--- src/rtl/sbrp_pkg.sv ---
// ----------------------------------------------------------------------------
// sbrp_pkg
// Shared types and constants for the sound board reply parser.
// ----------------------------------------------------------------------------
package sbrp_pkg;

  localparam int DEF_VOICE_SLOTS = 16;
  localparam int DEF_FRAME_MAX   = 32;
  localparam int DEF_TEXT_LEN    = 23;

  localparam int STORE_DEPTH = 32;

  localparam logic [7:0]  START_A     = 8'hF0;
  localparam logic [7:0]  START_B     = 8'hAA;
  localparam logic [7:0]  END_MARK    = 8'h55;
  localparam logic [7:0]  MIN_LEN     = 8'd5;
  localparam logic [7:0]  RSP_VERSION = 8'd129;
  localparam logic [7:0]  RSP_INFO    = 8'd130;
  localparam logic [7:0]  RSP_TRACK   = 8'd132;
  localparam logic [15:0] IDLE_TRACK  = 16'hFFFF;

  typedef enum logic [2:0] {
    FN_RX      = 3'd0,
    FN_PLAYING = 3'd1,
    FN_VOICE   = 3'd2,
    FN_VERSION = 3'd3,
    FN_CLEAR   = 3'd4
  } func_t;

  // one-hot command strobes for the item being processed
  typedef struct packed {
    logic rx;
    logic playing;
    logic voice;
    logic version;
    logic clear;
  } cmd_t;

  typedef struct packed {
    logic       done;
    logic [7:0] code;
  } frame_evt_t;

  typedef logic [STORE_DEPTH-1:0][7:0] store_t;

endpackage

--- src/rtl/sound_board_reply_parser_top.sv ---
// ----------------------------------------------------------------------------
// sound_board_reply_parser_top
// Receive side of a serial sound player link: reply deframing, voice track
// table, version text and system info, with query items.
//
//   channel | signals                                   | dir
//   in      | in_valid in_ready func rx_byte            | in
//           | track_number voice_index char_index       |
//   out     | out_valid out_ready frame_done reply_code | out
//           | track_playing voice_track version_char    |
//           | version_ready info_ready voice_count      |
//           | track_count                               |
//
// One item per cycle while the result is taken or empty; each item passes the
// input register, then the decode and query logic into the result register.
// Every item gives exactly one result item.
// rst is synchronous and clears all tables; a clear item does the same.
// A stalled result holds; the input register still takes one more item.
// ----------------------------------------------------------------------------
module sound_board_reply_parser_top #(
  parameter int VOICE_SLOTS = sbrp_pkg::DEF_VOICE_SLOTS,
  parameter int FRAME_MAX   = sbrp_pkg::DEF_FRAME_MAX,
  parameter int TEXT_LEN    = sbrp_pkg::DEF_TEXT_LEN
) (
  input  logic        clk,
  input  logic        rst,
  input  logic        in_valid,
  output logic        in_ready,
  input  logic [2:0]  func,
  input  logic [7:0]  rx_byte,
  input  logic [15:0] track_number,
  input  logic [7:0]  voice_index,
  input  logic [4:0]  char_index,
  output logic        out_valid,
  input  logic        out_ready,
  output logic        frame_done,
  output logic [7:0]  reply_code,
  output logic        track_playing,
  output logic [15:0] voice_track,
  output logic [7:0]  version_char,
  output logic        version_ready,
  output logic        info_ready,
  output logic [7:0]  voice_count,
  output logic [15:0] track_count
);

  logic        s1_valid;
  logic [2:0]  s1_func;
  logic [7:0]  s1_byte;
  logic [15:0] s1_track;
  logic [7:0]  s1_voice;
  logic [4:0]  s1_char;
  logic        adv;
  logic        fire;

  sbrp_pkg::cmd_t       cmd;
  sbrp_pkg::frame_evt_t evt;
  sbrp_pkg::store_t     store;

  logic        q_playing;
  logic [15:0] q_vtrack;
  logic [7:0]  q_vchar;
  logic        q_vready;
  logic        q_iready;
  logic [7:0]  q_vcount;
  logic [15:0] q_tcount;

  assign adv      = !out_valid || out_ready;
  assign fire     = s1_valid && adv;
  assign in_ready = !s1_valid || adv;

  always_comb begin
    cmd = '0;
    unique case (s1_func)
      sbrp_pkg::FN_RX:      cmd.rx      = 1'b1;
      sbrp_pkg::FN_PLAYING: cmd.playing = 1'b1;
      sbrp_pkg::FN_VOICE:   cmd.voice   = 1'b1;
      sbrp_pkg::FN_VERSION: cmd.version = 1'b1;
      sbrp_pkg::FN_CLEAR:   cmd.clear   = 1'b1;
      default:              cmd         = '0;
    endcase
  end

  always_ff @(posedge clk) begin
    if (rst) begin
      s1_valid <= 1'b0;
    end else if (in_ready) begin
      s1_valid <= in_valid;
    end
  end

  always_ff @(posedge clk) begin
    if (in_valid && in_ready) begin
      s1_func  <= func;
      s1_byte  <= rx_byte;
      s1_track <= track_number;
      s1_voice <= voice_index;
      s1_char  <= char_index;
    end
  end

  sbrp_framer #(
    .FRAME_MAX(FRAME_MAX)
  ) u_framer (
    .clk    (clk),
    .rst    (rst),
    .rx_en  (fire && cmd.rx),
    .clr    (fire && cmd.clear),
    .rx_byte(s1_byte),
    .evt    (evt),
    .store  (store)
  );

  sbrp_tables #(
    .VOICE_SLOTS(VOICE_SLOTS),
    .TEXT_LEN   (TEXT_LEN)
  ) u_tables (
    .clk          (clk),
    .rst          (rst),
    .fire         (fire),
    .cmd          (cmd),
    .evt          (evt),
    .store        (store),
    .track_number (s1_track),
    .voice_index  (s1_voice),
    .char_index   (s1_char),
    .track_playing(q_playing),
    .voice_track  (q_vtrack),
    .version_char (q_vchar),
    .version_ready(q_vready),
    .info_ready   (q_iready),
    .voice_count  (q_vcount),
    .track_count  (q_tcount)
  );

  always_ff @(posedge clk) begin
    if (rst) begin
      out_valid <= 1'b0;
    end else if (fire) begin
      out_valid <= 1'b1;
    end else if (out_ready) begin
      out_valid <= 1'b0;
    end
  end

  always_ff @(posedge clk) begin
    if (fire) begin
      frame_done    <= evt.done;
      reply_code    <= evt.code;
      track_playing <= q_playing;
      voice_track   <= q_vtrack;
      version_char  <= q_vchar;
      version_ready <= q_vready;
      info_ready    <= q_iready;
      voice_count   <= q_vcount;
      track_count   <= q_tcount;
    end
  end

endmodule

--- src/rtl/sbrp_framer.sv ---
// ----------------------------------------------------------------------------
// sbrp_framer
// Deframes reply bytes (F0 AA len payload 55) and holds the payload bytes.
// ----------------------------------------------------------------------------
module sbrp_framer #(
  parameter int FRAME_MAX = sbrp_pkg::DEF_FRAME_MAX
) (
  input  logic                 clk,
  input  logic                 rst,
  input  logic                 rx_en,
  input  logic                 clr,
  input  logic [7:0]           rx_byte,
  output sbrp_pkg::frame_evt_t evt,
  output sbrp_pkg::store_t     store
);

  logic [5:0] pos;
  logic [5:0] pos_next;
  logic [5:0] end_pos;
  logic [5:0] end_pos_next;
  logic       wr_en;
  logic [4:0] wr_idx;
  logic       done;

  assign wr_idx = 5'(pos - 6'd3);

  always_comb begin
    pos_next     = pos;
    end_pos_next = end_pos;
    wr_en        = 1'b0;
    done         = 1'b0;
    if (rx_en) begin
      priority if (pos == 6'd0) begin
        // stray end marks and other bytes are ignored while hunting
        if (rx_byte == sbrp_pkg::START_A) pos_next = 6'd1;
      end else if (pos == 6'd1) begin
        pos_next = (rx_byte == sbrp_pkg::START_B) ? 6'd2 : 6'd0;
      end else if (pos == 6'd2) begin
        if (rx_byte >= sbrp_pkg::MIN_LEN && rx_byte <= 8'(FRAME_MAX)) begin
          pos_next     = 6'd3;
          end_pos_next = 6'(rx_byte - 8'd1);
        end else begin
          pos_next = 6'd0;
        end
      end else if (pos < end_pos) begin
        wr_en    = 1'b1;
        pos_next = pos + 6'd1;
      end else if (pos == end_pos) begin
        if (rx_byte == sbrp_pkg::END_MARK) begin
          done         = 1'b1;
          end_pos_next = 6'd0;
        end
        pos_next = 6'd0;
      end else begin
        pos_next = 6'd0;
      end
    end
  end

  assign evt.done = done;
  assign evt.code = done ? store[0] : 8'd0;

  always_ff @(posedge clk) begin
    if (rst || clr) begin
      pos     <= 6'd0;
      end_pos <= 6'd0;
      store   <= '0;
    end else begin
      pos     <= pos_next;
      end_pos <= end_pos_next;
      if (wr_en) store[wr_idx] <= rx_byte;
    end
  end

endmodule

--- src/rtl/sbrp_tables.sv ---
// ----------------------------------------------------------------------------
// sbrp_tables
// Decodes completed replies into the voice table, version text and counts,
// and answers the query items.
// ----------------------------------------------------------------------------
module sbrp_tables #(
  parameter int VOICE_SLOTS = sbrp_pkg::DEF_VOICE_SLOTS,
  parameter int TEXT_LEN    = sbrp_pkg::DEF_TEXT_LEN
) (
  input  logic                 clk,
  input  logic                 rst,
  input  logic                 fire,
  input  sbrp_pkg::cmd_t       cmd,
  input  sbrp_pkg::frame_evt_t evt,
  input  sbrp_pkg::store_t     store,
  input  logic [15:0]          track_number,
  input  logic [7:0]           voice_index,
  input  logic [4:0]           char_index,
  output logic                 track_playing,
  output logic [15:0]          voice_track,
  output logic [7:0]           version_char,
  output logic                 version_ready,
  output logic                 info_ready,
  output logic [7:0]           voice_count,
  output logic [15:0]          track_count
);

  localparam int TEXT_DEPTH = TEXT_LEN - 1;

  logic [15:0] vt         [VOICE_SLOTS];
  logic [15:0] vt_next    [VOICE_SLOTS];
  logic [7:0]  vtext      [TEXT_DEPTH];
  logic [7:0]  vtext_next [TEXT_DEPTH];
  logic        vflag;
  logic        vflag_next;
  logic        iflag;
  logic        iflag_next;
  logic [7:0]  voices;
  logic [7:0]  voices_next;
  logic [15:0] tracks;
  logic [15:0] tracks_next;
  logic        clr;
  logic        upd;
  logic [15:0] rep_track;

  assign clr       = fire && cmd.clear;
  assign upd       = fire && evt.done;
  assign rep_track = {store[2], store[1]} + 16'd1;

  always_comb begin
    vt_next     = vt;
    vtext_next  = vtext;
    vflag_next  = vflag;
    iflag_next  = iflag;
    voices_next = voices;
    tracks_next = tracks;
    if (upd) begin
      if (evt.code == sbrp_pkg::RSP_TRACK) begin
        for (int i = 0; i < VOICE_SLOTS; i++) begin
          if (store[3] == 8'(i)) begin
            if (store[4] != 8'd0) vt_next[i] = rep_track;
            else if (vt[i] == rep_track) vt_next[i] = sbrp_pkg::IDLE_TRACK;
          end
        end
      end else if (evt.code == sbrp_pkg::RSP_VERSION) begin
        for (int i = 0; i < TEXT_DEPTH; i++) vtext_next[i] = store[i+1];
        vflag_next = 1'b1;
      end else if (evt.code == sbrp_pkg::RSP_INFO) begin
        voices_next = store[1];
        tracks_next = {store[3], store[2]};
        iflag_next  = 1'b1;
      end
    end
  end

  always_ff @(posedge clk) begin
    if (rst || clr) begin
      for (int i = 0; i < VOICE_SLOTS; i++) vt[i] <= sbrp_pkg::IDLE_TRACK;
      for (int i = 0; i < TEXT_DEPTH; i++) vtext[i] <= 8'd0;
      vflag  <= 1'b0;
      iflag  <= 1'b0;
      voices <= 8'd0;
      tracks <= 16'd0;
    end else begin
      vt     <= vt_next;
      vtext  <= vtext_next;
      vflag  <= vflag_next;
      iflag  <= iflag_next;
      voices <= voices_next;
      tracks <= tracks_next;
    end
  end

  // queries see the state before this item; status shows the state after it
  always_comb begin
    track_playing = 1'b0;
    voice_track   = 16'd0;
    version_char  = 8'd0;
    if (cmd.playing) begin
      for (int i = 0; i < VOICE_SLOTS; i++)
        if (vt[i] == track_number) track_playing = 1'b1;
    end
    if (cmd.voice) begin
      voice_track = sbrp_pkg::IDLE_TRACK;
      for (int i = 0; i < VOICE_SLOTS; i++)
        if (voice_index == 8'(i)) voice_track = vt[i];
    end
    if (cmd.version && vflag) begin
      for (int i = 0; i < TEXT_DEPTH; i++)
        if (char_index == 5'(i)) version_char = vtext[i];
    end
  end

  assign version_ready = clr ? 1'b0  : vflag_next;
  assign info_ready    = clr ? 1'b0  : iflag_next;
  assign voice_count   = clr ? 8'd0  : voices_next;
  assign track_count   = clr ? 16'd0 : tracks_next;

endmodule
--- config.mk ---
export PLATFORM = sky130hd
export DESIGN_NAME = sound_board_reply_parser_top
export DESIGN_NICKNAME = d
export VERILOG_FILES = /design/src/rtl/sbrp_pkg.sv /design/src/rtl/sound_board_reply_parser_top.sv /design/src/rtl/sbrp_framer.sv /design/src/rtl/sbrp_tables.sv
export SDC_FILE = /design/constraint.sdc
export NUM_CORES = 2
export LEC_CHECK = 0
export CAP_MARGIN = 20
export CORE_MARGIN = 3
export CORE_UTILIZATION = 30
export DETAILED_ROUTE_END_ITERATION = 7
export DONT_BUFFER_PORTS = 1
export PLACE_DENSITY_LB_ADDON = 0.05
export SETUP_SLACK_MARGIN = 0.5
export SKIP_CTS_REPAIR_TIMING = 1
export SYNTH_ARGS = -nofsm -noshare
export SYNTH_HDL_FRONTEND = slang
export SYNTH_SLANG_ARGS = --single-unit
--- constraint.sdc ---
create_clock -name clk -period 13.56 [get_ports clk]
set_input_delay 0.678 -clock clk [delete_from_list [all_inputs] [get_ports clk]]
set_output_delay 0.678 -clock clk [all_outputs]
set_load 0.005 [all_outputs]
After elaboration in Yosys (flattened, before gate mapping)

Cells that the tools add are included.
Widths: inputs -> output; s select.

Register bits: 828
Output and inout port bits: 62

Add/subtract/negate cells: 4
Magnitude comparators: 5
Equality and inequality tests: 99
Muxes and demuxes: 136
Bitwise operators: 3
Reduce and logical (&&, ||, !) cells: 57

Operator list:

| kind                  | count |
|---|---|
| $mux 16               | 52 |
| $eq 16x16->1          | 32 |
| $bwmux 256            | 1 |
| $mux 8                | 28 |
| $eq 8x4->1 const B    | 16 |
| $eq 8x3->1 const B    | 8 |
| $reduce_and 4->1      | 16 |
| $mux 6                | 10 |
| $mux 1                | 42 |
| $demux 8 s5           | 1 |
| $eq 5x4->1 const B    | 8 |
| $eq 8x8->1 const B    | 5 |
| $reduce_bool 2->1     | 19 |
| $eq 8x2->1 const B    | 4 |
| $eq 5x5->1 const B    | 6 |
| $eq 5x3->1 const B    | 4 |
| $add 16x1->16 const B | 1 |
| $eq 8x1->1 const B    | 2 |
| $logic_not 8->1       | 2 |
| $eq 5x2->1 const B    | 2 |
| $eq 8x7->1 const B    | 1 |
| $ge 8x3->1 const B    | 1 |
| $le 8x6->1 const B    | 1 |
| $logic_and 1x1->1     | 8 |
| other kinds (26)      | 34 |

Longest topological paths before layout

Depth after elaboration: 23
Mapped depth: 14
Depth with buffers taken out: 10

Hierarchy

From an unflattened synthesis, not the netlist that was laid out.

Cell total of the unflattened synthesis: 4606
Area, all modules: 42115.4 µm²

Modules (own cells, without submodules):

| module                       | times used | cells an instance | area an instance (µm²) |
|---|---|---|---|
| sbrp_tables                  | 1          | 3425              | 28327.2 |
| sbrp_framer                  | 1          | 1064              | 10641.5 |
| sound_board_reply_parser_top | 1          | 117               | 3146.8 |

Worst setup path after synthesis

No wires, ideal clock.

Path type: input to register
From: input out_ready
To: register u_framer.end_pos[0]
Setup time: 0.128 ns
Arrival: 5.478 ns
Setup slack: 7.954 ns
Stages: 10
Path buffers: 5
Cells stage by stage: nor2b_1 nor2b_1 nor4bb_1 clkbuf_1 or2_2 clkbuf_1 buf_1 clkbuf_1 clkbuf_1 nor2_1

Cells in the longest elaborated chain, start to end: 4
Elaborated cells on any way between the ends: 6
Those cells by class: reduce/logical: 6

Ends and longest elaborated chain:

| element                                                        | RTL line                                                                 | RTL |
|---|---|---|
| from (decl)                                                    | sound_board_reply_parser_top.sv:35                                       | `input logic out_ready,` |
| $logic_or 1x1->1 (*)                                           | sound_board_reply_parser_top.sv:68                                       | `assign adv = !out_valid \|\| out_ready;` |
| $logic_and 1x1->1 (*)                                          | sound_board_reply_parser_top.sv:69                                       | `assign fire = s1_valid && adv;` |
| via fire                                                       | sound_board_reply_parser_top.sv:54                                       | `logic fire;` |
| $logic_and 1x1->1 (on tied branches)                           | sound_board_reply_parser_top.sv:107, sound_board_reply_parser_top.sv:108 |  |
| $reduce_and 7->1 (no line) or $logic_or 1x1->1 (tied branches) | n/a                                                                      |  |
| to (signal assigned)                                           | sbrp_framer.sv:70                                                        | `end_pos <= end_pos_next;` |
| to (decl)                                                      | sbrp_framer.sv:19                                                        | `logic [5:0] end_pos;` |

The timed path passes the listed nets; every way through them passes the cells marked *.
A chain may end at the register's enable or synchronous reset.

Worst setup path after layout

From: register u_framer.pos[0]
To: register u_tables.vt[241] (netlist bit)

Cells in the longest elaborated chain, start to end: 10
Elaborated cells on any way between the ends: 15
Those cells by class: order compare: 1; eq/ne: 4; mux: 7; reduce/logical: 3

Ends and longest elaborated chain:

| element                                                            | RTL line          | RTL |
|---|---|---|
| from (decl)                                                        | sbrp_framer.sv:17 | `logic [5:0] pos;` |
| from (signal assigned)                                             | sbrp_framer.sv:69 | `pos <= pos_next;` |
| parallel branches: the longest is 5 deep, another holds $lt 6x6->1 | n/a               |  |
| $mux 1 (*)                                                         | sbrp_framer.sv:33 | `priority if (pos == 6'd0) begin` |
| $mux 1 (*)                                                         | sbrp_framer.sv:32 | `if (rx_en) begin` |
| $mux 8                                                             | sbrp_framer.sv:61 | `assign evt.code = done ? store[0] : 8'd0;` |
| $eq 8x8->1                                                         | sbrp_tables.sv:58 | `if (evt.code == sbrp_pkg::RSP_TRACK) begin` |
| $reduce_and 4->1 (no line) (*)                                     | n/a               |  |
| to (signal assigned)                                               | sbrp_tables.sv:85 | `vt <= vt_next;` |
| to (decl)                                                          | sbrp_tables.sv:30 | `logic [15:0] vt [VOICE_SLOTS];` |

Every way passes the cells marked *.

==> reports/results.tsv <==
stage	metric	value	unit
outcome	status	completed	
floorplanning	die_width	367	microns
power_and_ir_drop	p_leak	15.7	nW
clocking	clk_pin_slew	0.06	ns
route	vias	33571	
clocking	htreeDepth	3	
finish	fillers	13265	
placed_design	io_buffers	0	
timing	fin_worst_skew	0.0334	ns
logic_synthesis	async_flop_share	0	%
timing	grt_setup_unrepaired	no	
floorplanning	initial_utilization	30.4	%
clocking	cts.sinks	756	
finish	drive_above_1_share	10.4	%
floorplanning	fp.dieArea	135000	sq um
logic_synthesis	synthTopCellsByArea	dfxtp_1, xnor2_1, edfxtp_1	
critical_path	path_class	reg2reg	
route	wl_per_cell	32.1	microns
critical_path	arrival	5.73	ns
global_route	grt_max_degree	178	
route	routed_via_density	5.67	
logic_synthesis	synth_cell_types	101	
timing	hold_slack	0.0526	ns
clocking	tritoncts	yes	
critical_path	start_kind	flop	
floorplanning	die_y	367	microns
floorplanning	rows	131	
placed_design	finalWeightedCongestion	1.02	
logic_synthesis	yosys_warnings	0	
logic_synthesis	synth_edf_count	100	
timing	setup_violations	0	
timing	tns	0	ns
logic_synthesis	syn_area_per_cell	9.16	sq um
logic_synthesis	syn_nets	4323	
placed_design	numPlacedInstances	5746	
run	maxCapViolCount	0	
logic_synthesis	synth_ff_type	dfxtp_1	
route	drc	0	
finish	finalNonFillerCells	5925	
timing	final-hold-violation-count	0	
route	antenna_left	0	
timing	setup_slack	8.46	ns
floorplanning	pin_count	106	
logic_synthesis	synthTopCellsByCount	dfxtp_1, nand2_1, xnor2_1, nor2_1, mux2i_1	
timing	slew_headroom	16.1	%
logic_synthesis	yosysSeqAreaShare	41.3	%
global_route	first_global_vias	31430	
route	drtIter0Drc	3834	
timing	fmax	0.196	GHz
power_and_ir_drop	power_density	119	nW/um^2
route	routed_wl	190	mm
placed_design	place_hpwl	128	mm
global_route	grt_pass1_wl	263	mm
global_route	grt_antenna_before_repair	15	
min_path	hp-class	in2reg	
power_and_ir_drop	finalPower	5.24	mW
critical_path	cp_max_fo	17	
clocking	clk_latency	0.72	ns
logic_synthesis	yosys.area.top_type_share	33.6	%
placed_design	pre_cts_ws	8.50	ns
logic_synthesis	syn_area	39000	sq um
global_route	grt-ovfl-total	0	
timing	timing.final.crit_share	37.6	%
power_and_ir_drop	vdd_drop_max	0.0910	mV
global_route	grt_usage	27.3	%
timing	period_needed	5.10	ns
logic_synthesis	syn-instance-count	4261	
critical_path	endpoint_kind	flop	
finish	nets	4175	
logic_synthesis	synth_top_area_cell	dfxtp_1	
finish	synthToLayoutAreaGrowth	12.7	%
timing	worst_pin_slew	1.26	ns
clocking	cts_buffer_depth	3	
route	first_pass_iters	5	
clocking	clock_tree.root_cell	clkbuf_16	
clocking	cts_buffers	92	
timing	slew_viol_final	0	
critical_path	required	14.19	ns
logic_synthesis	ys_ff_latch	756	
logic_synthesis	yosysMostFrequentCell	dfxtp_1	
floorplanning	core	128000	sq um
[cell type report]
class	count	area [sq um]	share of cell area, %
Clock buffer	142	2720	6.18
Clock inverter	30	420	0.955
Timing Repair Buffer	123	1020	2.32
Antenna cell	5	12.5	0.0284
Multi-Input combinational cell	3107	21400	48.7
Tap cell	1729	2160	4.91
Sequential cell	756	16100	36.7
Inverter	33	124	0.281
[per-layer routing]
| layer | vias to the layer above | track usage, % | wire length, microns |
|---|---|---|---|
| met5 | - | 0 | 109 |
| met4 | 14 | 9.65 | 7360 |
| met3 | 338 | 5.28 | 14800 |
| met2 | 1463 | 39.0 | 78000 |
| met1 | 16908 | 40.4 | 89700 |
| li1 | 14848 | - | - |
[worst max-delay path, cell delays in order, from the launching register on]
cell and delay, ns:
dfxtp_1 0.58, inv_1 0.20, ha_1 0.43, o21a_1 0.26, or2_0 0.43, nor4b_4 0.71, nor2b_1 0.40, nand3b_1 0.74
a22oi_2 1.00, o22a_1 0.26
[where the power goes]
group | internal [mW] | switching [mW]
clock network | 1.51 | 1.07
registers | 2.30 | 0.0625
logic | 0.101 | 0.202
total | 3.91 | 1.34
[sequential cells by signal, indices dropped and copies added (netlist names), 3 cells and up]
signal,flops
reply_code,8
s1_byte,8
s1_char,5
s1_func,3
s1_track,16
s1_voice,8
track_count,16
u_framer.end_pos,6
u_framer.pos,6
u_framer.store,184
u_tables.tracks,16
u_tables.voices,8
u_tables.vt,256
u_tables.vtext,176
version_char,8
voice_count,8
voice_track,16
[metrics by stage]
stage | util [%] | cell area (sq um)
4_1_cts | 34.3 | 44000
3_5_place_dp | 31.8 | 40900
2_1_floorplan | - | 39000
6_report | 34.3 | 44000
3_3_place_gp | 31.8 | 40800
5_1_grt | 34.3 | 44000
[layout by cell type, fill, tap and decap left out, types with 24 or more instances in the layout]
cell type and n:
clkbuf_16 92, nor2_1 413, a21oi_1 253, nand3_1 73
mux2i_1 257, nor4_1 47, edfxtp_1 100, o221a_2 33
o22a_1 148, o22ai_1 65, xor2_1 55, buf_4 113
o21ai_0 73, clkbuf_1 27, xnor2_1 446, a2bb2oi_1 50
nand4_1 84, nand2_1 530, nor3_1 46, nor2b_1 28
o211ai_1 30, mux4_2 25, inv_1 32, nand2b_1 24
dfxtp_1 653
[cells by family after synthesis]
logic type                 after synthesis  synth area share, %
muxes                                  302                 8.61
AOI/OAI and AO/OA                      858                 15.7
adders and majority gates               18                0.577
DFF                                    756                 41.3
xor gates and xnor gates               534                 12.8
buffers and inverters                  398                 4.26
and+or+nand+nor                       1395                 16.7
[final timing paths]
check	startpoint	endpoint	slack [ns]	cells after the start
setup / recovery	u_framer.pos[0]	u_tables.vt[241]	8.46	9
hold / removal	rst	s1_valid	0.05	1
setup reg to reg	u_framer.pos[0]	u_tables.vt[241]	8.46	9
hold reg to reg	u_framer.store[60]	u_tables.vtext[124]	0.44	2
Note: power is estimated with default switching activity, not from simulation.
